File: config.mk
export PLATFORM = sky130hd
export DESIGN_NAME = rotary_encoder_event_unit_top
export DESIGN_NICKNAME = d
export VERILOG_FILES = /design/src/hw/rtl/reeu_pkg.sv /design/src/hw/rtl/reeu_quad.sv /design/src/hw/rtl/reeu_button.sv /design/src/hw/rtl/reeu_queue.sv /design/src/hw/rtl/rotary_encoder_event_unit_top.sv
export SDC_FILE = /design/constraint.sdc
export NUM_CORES = 1
export LEC_CHECK = 0
export ABC_AREA = 1
export BUFFER_PORTS_ARGS = -buffer_cell sky130_fd_sc_hd__buf_4
export CAP_MARGIN = 20
export CORE_MARGIN = 2
export CORE_UTILIZATION = 58
export CTS_CLUSTER_SIZE = 14
export DETAILED_ROUTE_END_ITERATION = 8
export PLACE_DENSITY = 0.78
export SYNTH_ARGS = -nofsm -noshare
export SYNTH_HDL_FRONTEND = slang
export SYNTH_SLANG_ARGS = --single-unit
File: constraint.sdc
create_clock -name clk -period 4.8 [get_ports clk]
set_clock_uncertainty 0.2 [all_clocks]
set_input_delay 0.96 -clock clk [delete_from_list [all_inputs] [get_ports clk]]
set_output_delay 0.96 -clock clk [all_outputs]
set_load 0.02 [all_outputs]
File: src/hw/rtl/reeu_pkg.sv
// ----------------------------------------------------------------------------
// reeu_pkg
// Shared types, codes and the quadrature step table of the encoder event unit.
// ----------------------------------------------------------------------------
package reeu_pkg;

  // item operations
  localparam logic [1:0] OP_SAMPLE = 2'd0;
  localparam logic [1:0] OP_UPDATE = 2'd1;
  localparam logic [1:0] OP_POLL   = 2'd2;

  // configuration register indexes
  localparam logic [1:0] CFG_DEBOUNCE  = 2'd0;
  localparam logic [1:0] CFG_LONG      = 2'd1;
  localparam logic [1:0] CFG_GAP       = 2'd2;
  localparam logic [1:0] CFG_LOCKOUT   = 2'd3;

  // event codes
  localparam logic [2:0] EV_NONE   = 3'd0;
  localparam logic [2:0] EV_CW     = 3'd1;
  localparam logic [2:0] EV_CCW    = 3'd2;
  localparam logic [2:0] EV_CLICK1 = 3'd3;
  localparam logic [2:0] EV_LONG   = 3'd6;
  localparam logic [2:0] EV_BACK   = 3'd7;

  // reset values of the timing registers
  localparam logic [15:0] DEBOUNCE_RST = 16'd25;
  localparam logic [15:0] LONG_RST     = 16'd700;
  localparam logic [15:0] GAP_RST      = 16'd300;
  localparam logic [15:0] LOCKOUT_RST  = 16'd50;

  // both pins high after reset
  localparam logic [1:0] AB_RST = 2'b11;

  // number of events one update can raise: rotation, button, back
  localparam int NUM_SRC = 3;

  typedef struct packed {
    logic       v;
    logic [2:0] code;
  } ev_t;

  typedef struct packed {
    logic [15:0] db_ms;
    logic [15:0] hold_ms;
    logic [15:0] gap_ms;
    logic [15:0] back_lockout_ms;
  } cfg_t;

  // quarter-step delta from {previous ab, current ab}
  function automatic logic signed [1:0] step_delta(input logic [3:0] idx);
    logic signed [1:0] d;
    unique case (idx)
      4'd1, 4'd7, 4'd8, 4'd14: d = -2'sd1;
      4'd2, 4'd4, 4'd11, 4'd13: d = 2'sd1;
      default: d = 2'sd0;
    endcase
    return d;
  endfunction

endpackage

File: src/hw/rtl/reeu_quad.sv
// ----------------------------------------------------------------------------
// reeu_quad
// Quadrature decode into a saturating quarter-step count, and detent events.
// ----------------------------------------------------------------------------
module reeu_quad (
  input  logic          clk,
  input  logic          rst_n,
  input  logic          smp_go,
  input  logic          upd_go,
  input  logic          pin_a,
  input  logic          pin_b,
  output reeu_pkg::ev_t rot_ev
);
  import reeu_pkg::*;

  logic [1:0]         prev_ab_r;
  logic signed [15:0] qsteps_r;
  logic signed [15:0] qsteps_nxt;
  logic signed [16:0] sum;
  logic signed [15:0] sat_sum;
  logic signed [15:0] rem;
  logic               detent;

  // saturating add of the step delta
  always_comb begin
    sum = 17'(qsteps_r) + 17'(step_delta({prev_ab_r, pin_a, pin_b}));
    if (sum[16] != sum[15]) begin
      sat_sum = sum[16] ? 16'sh8000 : 16'sh7fff;
    end else begin
      sat_sum = sum[15:0];
    end
  end

  // detent when the magnitude reaches four, keep truncating remainder
  always_comb begin
    detent = (qsteps_r >= 16'sd4) || (qsteps_r <= -16'sd4);
    rem    = (qsteps_r[1:0] == 2'b00) ? 16'sd0 : {{14{qsteps_r[15]}}, qsteps_r[1:0]};
    rot_ev.v    = upd_go && detent;
    rot_ev.code = qsteps_r[15] ? EV_CCW : EV_CW;
  end

  always_comb begin
    qsteps_nxt = qsteps_r;
    if (smp_go) begin
      qsteps_nxt = sat_sum;
    end else if (upd_go && detent) begin
      qsteps_nxt = rem;
    end
  end

  // count and pin history
  always_ff @(posedge clk) begin
    if (!rst_n) begin
      prev_ab_r <= AB_RST;
      qsteps_r  <= '0;
    end else begin
      qsteps_r <= qsteps_nxt;
      if (smp_go) begin
        prev_ab_r <= {pin_a, pin_b};
      end
    end
  end

endmodule

File: src/hw/rtl/reeu_button.sv
// ----------------------------------------------------------------------------
// reeu_button
// Switch debounce, click / long press machine and back button edge lockout.
// ----------------------------------------------------------------------------
module reeu_button (
  input  logic           clk,
  input  logic           rst_n,
  input  logic           upd_go,
  input  logic           switch_level,
  input  logic           back_level,
  input  logic [31:0]    now_ms,
  input  reeu_pkg::cfg_t cfg,
  output reeu_pkg::ev_t  btn_ev,
  output reeu_pkg::ev_t  back_ev
);
  import reeu_pkg::*;

  typedef enum logic [1:0] {
    PH_IDLE    = 2'd0,
    PH_PRESSED = 2'd1,
    PH_WAIT    = 2'd2
  } phase_t;

  phase_t      phase_r, phase_nxt;
  logic        raw_stable_r;
  logic [31:0] db_start_r, db_start_nxt;
  logic [31:0] press_start_r, press_start_nxt;
  logic [31:0] release_time_r, release_time_nxt;
  logic        long_done_r, long_done_nxt;
  logic [1:0]  click_cnt_r, click_cnt_nxt;
  logic        last_back_r;
  logic [31:0] last_back_time_r;
  logic        raw_now;
  logic        pressed;
  logic        long_hit;
  logic        gap_hit;
  logic        back_hit;
  logic [31:0] db_elapsed;
  logic [31:0] hold_elapsed;
  logic [31:0] gap_elapsed;
  logic [31:0] back_elapsed;

  // debounce: restart the timer on any change of the raw level
  always_comb begin
    raw_now      = !switch_level;
    db_start_nxt = (raw_now != raw_stable_r) ? now_ms : db_start_r;
    db_elapsed   = now_ms - db_start_nxt;
    pressed      = raw_now && (db_elapsed >= 32'(cfg.db_ms));
    hold_elapsed = now_ms - press_start_r;
    gap_elapsed  = now_ms - release_time_r;
    long_hit     = hold_elapsed >= 32'(cfg.hold_ms);
    gap_hit      = gap_elapsed >= 32'(cfg.gap_ms);
  end

  // button phase machine
  always_comb begin
    phase_nxt        = phase_r;
    press_start_nxt  = press_start_r;
    release_time_nxt = release_time_r;
    long_done_nxt    = long_done_r;
    click_cnt_nxt    = click_cnt_r;
    btn_ev.v         = 1'b0;
    btn_ev.code      = EV_LONG;
    unique case (phase_r)
      PH_PRESSED: begin
        if (!pressed) begin
          if (!long_done_r) begin
            if (click_cnt_r != 2'd3) begin
              click_cnt_nxt = click_cnt_r + 2'd1;
            end
            release_time_nxt = now_ms;
            phase_nxt        = PH_WAIT;
          end else begin
            phase_nxt = PH_IDLE;
          end
        end else if (!long_done_r && long_hit) begin
          long_done_nxt = 1'b1;
          click_cnt_nxt = 2'd0;
          btn_ev.v      = 1'b1;
        end
      end
      PH_WAIT: begin
        // gap expired: report the collected clicks
        if (gap_hit) begin
          btn_ev.v      = (click_cnt_r != 2'd0);
          btn_ev.code   = EV_CLICK1 + 3'(click_cnt_r) - 3'd1;
          click_cnt_nxt = 2'd0;
        end
        if (pressed) begin
          phase_nxt       = PH_PRESSED;
          press_start_nxt = now_ms;
          long_done_nxt   = 1'b0;
        end else if (gap_hit) begin
          phase_nxt = PH_IDLE;
        end
      end
      default: begin
        phase_nxt = PH_IDLE;
        if (pressed) begin
          phase_nxt       = PH_PRESSED;
          press_start_nxt = now_ms;
          long_done_nxt   = 1'b0;
        end
      end
    endcase
    btn_ev.v = btn_ev.v && upd_go;
  end

  // back button falling edge outside the lockout window
  always_comb begin
    back_elapsed = now_ms - last_back_time_r;
    back_hit     = last_back_r && !back_level && (back_elapsed > 32'(cfg.back_lockout_ms));
    back_ev.v    = upd_go && back_hit;
    back_ev.code = EV_BACK;
  end

  // state
  always_ff @(posedge clk) begin
    if (!rst_n) begin
      phase_r          <= PH_IDLE;
      raw_stable_r     <= 1'b0;
      db_start_r       <= '0;
      press_start_r    <= '0;
      release_time_r   <= '0;
      long_done_r      <= 1'b0;
      click_cnt_r      <= '0;
      last_back_r      <= 1'b1;
      last_back_time_r <= '0;
    end else if (upd_go) begin
      phase_r        <= phase_nxt;
      raw_stable_r   <= raw_now;
      db_start_r     <= db_start_nxt;
      press_start_r  <= press_start_nxt;
      release_time_r <= release_time_nxt;
      long_done_r    <= long_done_nxt;
      click_cnt_r    <= click_cnt_nxt;
      last_back_r    <= back_level;
      if (back_hit) begin
        last_back_time_r <= now_ms;
      end
    end
  end

endmodule

File: src/hw/rtl/reeu_queue.sv
// ----------------------------------------------------------------------------
// reeu_queue
// Event ring with drop-when-full, a small pending buffer for multi-event
// updates, and the registered poll result.
// ----------------------------------------------------------------------------
module reeu_queue #(
  parameter int QUEUE_SIZE = 8
) (
  input  logic                              clk,
  input  logic                              rst_n,
  input  logic                              upd_go,
  input  reeu_pkg::ev_t [reeu_pkg::NUM_SRC-1:0] ev_in,
  input  logic                              pop_go,
  input  logic                              out_stall,
  output logic                              pend_busy,
  output logic                              out_free,
  output logic                              out_valid,
  output logic [2:0]                        out_event_code
);
  import reeu_pkg::*;

  localparam int PW = $clog2(QUEUE_SIZE);

  logic [2:0]           ring [QUEUE_SIZE];
  logic [PW-1:0]        head_r, tail_r;
  logic [PW-1:0]        head_inc, tail_inc;
  ev_t [NUM_SRC-1:0]    pend_r;
  ev_t [NUM_SRC-1:0]    src;
  ev_t [NUM_SRC-1:0]    rest;
  logic                 wr_v;
  logic [2:0]           wr_code;
  logic                 full;
  logic                 empty;
  logic                 out_valid_r;
  logic [2:0]           out_code_r;

  // pointer wrap at any queue size
  always_comb begin
    head_inc = (head_r == PW'(QUEUE_SIZE - 1)) ? '0 : head_r + 1'b1;
    tail_inc = (tail_r == PW'(QUEUE_SIZE - 1)) ? '0 : tail_r + 1'b1;
    full     = (tail_inc == head_r);
    empty    = (head_r == tail_r);
  end

  // pick the oldest event, park the rest
  always_comb begin
    pend_busy = 1'b0;
    for (int i = 0; i < NUM_SRC; i++) begin
      pend_busy = pend_busy | pend_r[i].v;
    end
    src     = pend_busy ? pend_r : (upd_go ? ev_in : '0);
    rest    = src;
    wr_v    = 1'b0;
    wr_code = EV_NONE;
    for (int i = 0; i < NUM_SRC; i++) begin
      if (!wr_v && src[i].v) begin
        wr_v      = 1'b1;
        wr_code   = src[i].code;
        rest[i].v = 1'b0;
      end
    end
  end

  assign out_free       = !out_valid_r || !out_stall;
  assign out_valid      = out_valid_r;
  assign out_event_code = out_code_r;

  // ring storage and registered read
  always_ff @(posedge clk) begin
    if (wr_v && !full) begin
      ring[tail_r] <= wr_code;
    end
    if (pop_go) begin
      out_code_r <= empty ? EV_NONE : ring[head_r];
    end
  end

  // pointers, pending buffer and result valid
  always_ff @(posedge clk) begin
    if (!rst_n) begin
      head_r      <= '0;
      tail_r      <= '0;
      pend_r      <= '0;
      out_valid_r <= 1'b0;
    end else begin
      pend_r <= rest;
      if (wr_v && !full) begin
        tail_r <= tail_inc;
      end
      if (pop_go) begin
        out_valid_r <= 1'b1;
        if (!empty) begin
          head_r <= head_inc;
        end
      end else if (!out_stall) begin
        out_valid_r <= 1'b0;
      end
    end
  end

  // a poll never runs while parked events are still going in
  a_no_pop_pending: assert property (@(posedge clk) disable iff (!rst_n)
    pend_busy |-> !pop_go)
    else $error("poll taken while events pending");

  // a poll always leaves a result behind
  a_pop_result: assert property (@(posedge clk) disable iff (!rst_n)
    pop_go |=> out_valid_r)
    else $error("poll produced no result");

  // a write into a full ring is dropped
  a_full_drop: assert property (@(posedge clk) disable iff (!rst_n)
    (wr_v && full) |=> $stable(tail_r))
    else $error("tail moved on a full ring");

  // pointers stay inside the ring
  a_ptr_range: assert property (@(posedge clk) disable iff (!rst_n)
    (head_r <= PW'(QUEUE_SIZE - 1)) && (tail_r <= PW'(QUEUE_SIZE - 1)))
    else $error("ring pointer out of range");

endmodule

File: src/hw/rtl/rotary_encoder_event_unit_top.sv
// A poll item waits in the input register, then its result is registered.
// Throughput: one item per cycle while nothing stalls; an update that raises two or
// three events holds further input until all are written (one ring write a cycle).
// A result waiting on out_stall holds further polls and every item behind them.
// Reset (rst_n, synchronous, active low) clears all control state and sets the
// timing registers to 25, 700, 300 and 50 ms; the ring contents are not cleared.
// ----------------------------------------------------------------------------
// rotary_encoder_event_unit_top
// Quadrature decoder with push switch clicks, long press and back button,
// feeding a polled event ring.
// ----------------------------------------------------------------------------
module rotary_encoder_event_unit_top #(
  parameter int QUEUE_SIZE = 8
) (
  input  logic        clk,
  input  logic        rst_n,
  input  logic        cfg_we,
  input  logic [1:0]  cfg_index,
  input  logic [15:0] cfg_wdata,
  input  logic        in_valid,
  output logic        in_stall,
  input  logic [1:0]  in_operation,
  input  logic        in_pin_a,
  input  logic        in_pin_b,
  input  logic        in_switch_level,
  input  logic        in_back_level,
  input  logic [31:0] in_now_ms,
  output logic        out_valid,
  input  logic        out_stall,
  output logic [2:0]  out_event_code
);
  import reeu_pkg::*;

  cfg_t        cfg_r;
  logic        in_v_r;
  logic [1:0]  op_r;
  logic        pin_a_r;
  logic        pin_b_r;
  logic        sw_r;
  logic        back_r;
  logic [31:0] now_r;
  logic        go;
  logic        smp_go;
  logic        upd_go;
  logic        pop_go;
  logic        pend_busy;
  logic        out_free;
  ev_t         rot_ev;
  ev_t         btn_ev;
  ev_t         back_ev;
  ev_t [NUM_SRC-1:0] ev_all;

  // configuration registers
  always_ff @(posedge clk) begin
    if (!rst_n) begin
      cfg_r.db_ms           <= DEBOUNCE_RST;
      cfg_r.hold_ms         <= LONG_RST;
      cfg_r.gap_ms          <= GAP_RST;
      cfg_r.back_lockout_ms <= LOCKOUT_RST;
    end else if (cfg_we) begin
      unique case (cfg_index)
        CFG_DEBOUNCE: cfg_r.db_ms           <= cfg_wdata;
        CFG_LONG:     cfg_r.hold_ms         <= cfg_wdata;
        CFG_GAP:      cfg_r.gap_ms          <= cfg_wdata;
        CFG_LOCKOUT:  cfg_r.back_lockout_ms <= cfg_wdata;
      endcase
    end
  end

  // item in the input register proceeds unless events are parked or a poll lacks room
  always_comb begin
    go       = in_v_r && !pend_busy && ((op_r != OP_POLL) || out_free);
    smp_go   = go && (op_r == OP_SAMPLE);
    upd_go   = go && (op_r == OP_UPDATE);
    pop_go   = go && (op_r == OP_POLL);
    in_stall = in_v_r && !go;
  end

  // input register
  always_ff @(posedge clk) begin
    if (!rst_n) begin
      in_v_r <= 1'b0;
    end else if (!in_stall) begin
      in_v_r <= in_valid;
    end
  end

  always_ff @(posedge clk) begin
    if (in_valid && !in_stall) begin
      op_r    <= in_operation;
      pin_a_r <= in_pin_a;
      pin_b_r <= in_pin_b;
      sw_r    <= in_switch_level;
      back_r  <= in_back_level;
      now_r   <= in_now_ms;
    end
  end

  reeu_quad u_quad (
    .clk    (clk),
    .rst_n  (rst_n),
    .smp_go (smp_go),
    .upd_go (upd_go),
    .pin_a  (pin_a_r),
    .pin_b  (pin_b_r),
    .rot_ev (rot_ev)
  );

  reeu_button u_button (
    .clk          (clk),
    .rst_n        (rst_n),
    .upd_go       (upd_go),
    .switch_level (sw_r),
    .back_level   (back_r),
    .now_ms       (now_r),
    .cfg          (cfg_r),
    .btn_ev       (btn_ev),
    .back_ev      (back_ev)
  );

  // queue order within one update: rotation, button, back
  assign ev_all = {back_ev, btn_ev, rot_ev};

  reeu_queue #(
    .QUEUE_SIZE (QUEUE_SIZE)
  ) u_queue (
    .clk            (clk),
    .rst_n          (rst_n),
    .upd_go         (upd_go),
    .ev_in          (ev_all),
    .pop_go         (pop_go),
    .out_stall      (out_stall),
    .pend_busy      (pend_busy),
    .out_free       (out_free),
    .out_valid      (out_valid),
    .out_event_code (out_event_code)
  );

endmodule

==> impl_metrics.csv <==
group,metric,value,unit
logic_synthesis,yosys.area.top_type_share,0.215,
logic_synthesis,ys.flop_type,"dfxtp_1",
finish,drive_gt1_frac,0.120,
global_route,grt_pass1_vias,21200,
worst_hold_path,holdPathEnd,"u_button.db_start_r[16]$_SDFFE_PN0P_",
timing,worst_pin_slew,1.20,ns
drt,drtIter0Drc,1542,
logic_synthesis,synthCells,3224,
logic_synthesis,yosys-top-cells-count,"nand2_1, inv_1, a21oi_1",
timing,finalHoldViolCount,0,
logic_synthesis,synthTopCellsByArea,"dfxtp_1, nand2_1, ha_1",
placement,gp_congestion,0.971,
logic_synthesis,netlist_area,21700,µm²
logic_synthesis,synth_edf_count,65,
timing,slew_viol_final,0,
placement,dpl.hpwl,54200,µm
power,p_leak,11.5,nW
setup_path,crit_fanout,5,
setup_path,critPathArrivalTime,5.01,ns
drt,drtAntennaViolNets,0,
floorplan,die_w,197,µm
logic_synthesis,avgSynthCellArea,6.73,µm²
floorplan,ios,66,
logic_synthesis,synthMostInstantiatedCell,"nand2_1",
setup_path,path_common_cell,"nand2_1",
clocking,cts.sinks,298,
logic_synthesis,synth_nets,3496,
finish,layout.cells.non_filler,3892,
clocking,clk_path_buf_depth,3,
clocking,cts-root-buf,"clkbuf_16",
setup_path,critPathMaxStageDelay,0.46,ns
power,irDropWorstVdd,304,µV
floorplan,initial_core_util,0.591,
global_route,antenna_found_initial,0,
floorplan,core-area,36700,µm²
power,p_per_area,302,nW/µm²
drt,detail_route.wl_per_cell,18.3,µm
clocking,cts_inserted_buffers,34,
logic_synthesis,ys_types,50,
setup_path,ff2ff_setup_slack,0.06,ns
setup_path,crit_path_end_kind,"flip-flop",
global_route,grt_max_degree,200,
global_route,grt_pass1_wl,110000,µm
run,maxCapViolCount,0,
floorplan,die_height,197,µm
worst_hold_path,hold_path_depth,2,
clocking,clkLatencyLatePin,0.56,ns
clocking,cts_tree,"yes",
finish,area_growth,17.2,%
setup_path,cp_slowest_cell,"edfxtp_1",
worst_hold_path,min_from,"u_button.db_start_r[16]$_SDFFE_PN0P_",
finish,antennaDiodeCount,0,
logic_synthesis,yosysSeqAreaShare,0.305,
outcome,outcome,"finished, final reports clean",
placement,io_buffer_count,65,
timing,finalCriticalPeriod,4.74,ns
timing,fmax,211,MHz
floorplan,die_area,39000,µm²
setup_path,crit_family,"compound AO/OA/AOI/OAI gates",
setup_path,worstReg2RegStart,"pin_b_r$_DFFE_PP_",
logic_synthesis,ys_warn_count,0,
global_route,overflow,0,
timing,setup_viol,0,
finish,fill_cells,3182,
finish,utilization,0.693,
logic_synthesis,synth_seq_cells,298,
setup_path,worstSetupStartpointType,"flip-flop",
clocking,h-tree-depth,2,
drt,drc,0,
drt,routed_via_density,5.79,
logic_synthesis,yosys.area.top_type,"dfxtp_1",
setup_path,ff2ff_path_depth,29,
timing,post-route-period-util,0.988,
logic_synthesis,ys_async_sr_fraction,0,
finish,nNetsFinal,3671,
clocking,clk_pin_slew_worst_paths,0.06,ns
setup_path,worstReg2RegEnd,"u_quad.qsteps_r[5]$_SDFFE_PN0P_",
timing,slew-limit-headroom,0.194,
drt,drtPass1Iterations,5,
timing,fin_ws,0.0587,ns
timing,holdWs,0.251,ns
setup_path,critical_path_class,"flip-flop to flip-flop",
drt,drt-total-wl,71300,µm
timing,rsz0062_at_grt,"true",
setup_path,cp.required,5.07,ns
placement,dp_slack,-0.147,ns
global_route,grt.total_usage,0.358,
worst_hold_path,hold_path_class,"flip-flop to flip-flop",
setup_path,path_buf_inv,3,
floorplan,rows,70,
drt,num_vias,22500,
placement,place_inst,3784,
per-layer routing:
layer	vias to the layer above	GRT usage	routed length (µm)
li1	11000	-	-
met1	10500	0.454	29600
met2	817	0.601	33500
met3	194	0.0557	5060
met4	0	0.162	3200
met5	-	0	0
registers in the layout (all words and copies together), names as in the netlist, 2 cells and up:
register                   count
cfg_r                         64
now_r                         32
u_button.db_start_r           32
u_button.last_back_time_r     32
u_button.press_start_r        32
u_button.release_time_r       32
u_queue.ring                  24
u_quad.qsteps_r               16
u_queue.pend_r                 8
u_queue.head_r                 3
u_queue.out_event_code         3
u_queue.tail_r                 3
op_r                           2
u_button.click_cnt_r           2
u_button.phase_r               2
u_quad.prev_ab_r               2
what timing repair did:
item                                    CTS  global route
hold buffers                              0             0
pin swaps                                 0            51
gates resized for setup                   3           162
endpoints found under the setup margin   48           164
gates cloned                              0             4
setup buffers                             2            41
how the worst max path moves through the flow:
stage                                           end                from  cells after the start
floorplan           u_quad.qsteps_r[2]$_SDFFE_PN0P_   pin_a_r$_DFFE_PP_                     30
global placement       u_queue.ring[7][2]$_DFFE_PP_  now_r[2]$_DFFE_PP_                     23
detailed placement     u_queue.ring[0][0]$_DFFE_PP_  now_r[2]$_DFFE_PP_                     29
CTS                    u_queue.ring[0][1]$_DFFE_PP_  now_r[1]$_DFFE_PP_                     25
global route        u_quad.qsteps_r[5]$_SDFFE_PN0P_   pin_b_r$_DFFE_PP_                     29
finish              u_quad.qsteps_r[5]$_SDFFE_PN0P_   pin_b_r$_DFFE_PP_                     29
layout make-up:
class | count | area [µm²] | share of cell area
clock buffer | 49 | 1010 | 0.0397
clock inverter | 12 | 135 | 0.00531
timing repair buffer | 214 | 1790 | 0.0705
tap | 468 | 586 | 0.0230
inverter | 511 | 1920 | 0.0756
sequential | 298 | 6620 | 0.260
multi-input combinational | 2340 | 13400 | 0.526
logic make-up (layout without fill, tap and decap cells):
group,after synthesis,after routing,share of synthesized area
XOR/XNOR,89,89,0.0359
flip-flops,298,298,0.305
multiplexers,2,2,0.000923
adder cells (fa/ha/maj),211,211,0.123
buffers and inverters,587,786,0.103
AO/OA/AOI/OAI,823,823,0.200
AND/OR/NAND/NOR,1214,1215,0.232
worst register-to-register path: cells and delay by family, from the launching register on:
family	cells	cell delay (ns)
compound gates	9	1.46
xor+xnor	1	0.09
fa+ha+maj	3	0.84
buf+inv	3	0.30
flops	1	0.46
simple gates	13	1.30
cell usage in the layout (no fill, tap or decap), types with 26 or more instances in the layout:
cell / Yosys / final
edfxtp_1: 65 / 65
nand4_1: 43 / 43
nand2_2: 3 / 26
dfxtp_1: 233 / 233
a21oi_1: 400 / 380
ha_1: 207 / 197
o21ai_0: 328 / 309
nor3_1: 34 / 32
inv_1: 503 / 498
nand2_1: 692 / 665
clkbuf_16: 0 / 37
xor2_1: 72 / 72
nor2_1: 264 / 246
nand3_1: 136 / 127
buf_4: 0 / 195
through the flow:
| step | setup TNS [ns] | power, mW | cell area, µm² |
|---|---|---|---|
| after floorplan | 0 | 4.16 | 21700 |
| after global placement | -0.240 | 4.77 | 23300 |
| after detailed placement | -4.36 | 4.82 | 23300 |
| after CTS | -0.0108 | 7.49 | 24500 |
| after global routing | -10.51 | 8.06 | 25400 |
| final | 0 | 7.68 | 25400 |
power by group:
group          internal, mW  switching (mW)  total [mW]
registers              2.66          0.0820        2.74
clock network          1.58            1.11        2.69
logic                 0.846            1.40        2.25
(Power assumes the default switching activity.)
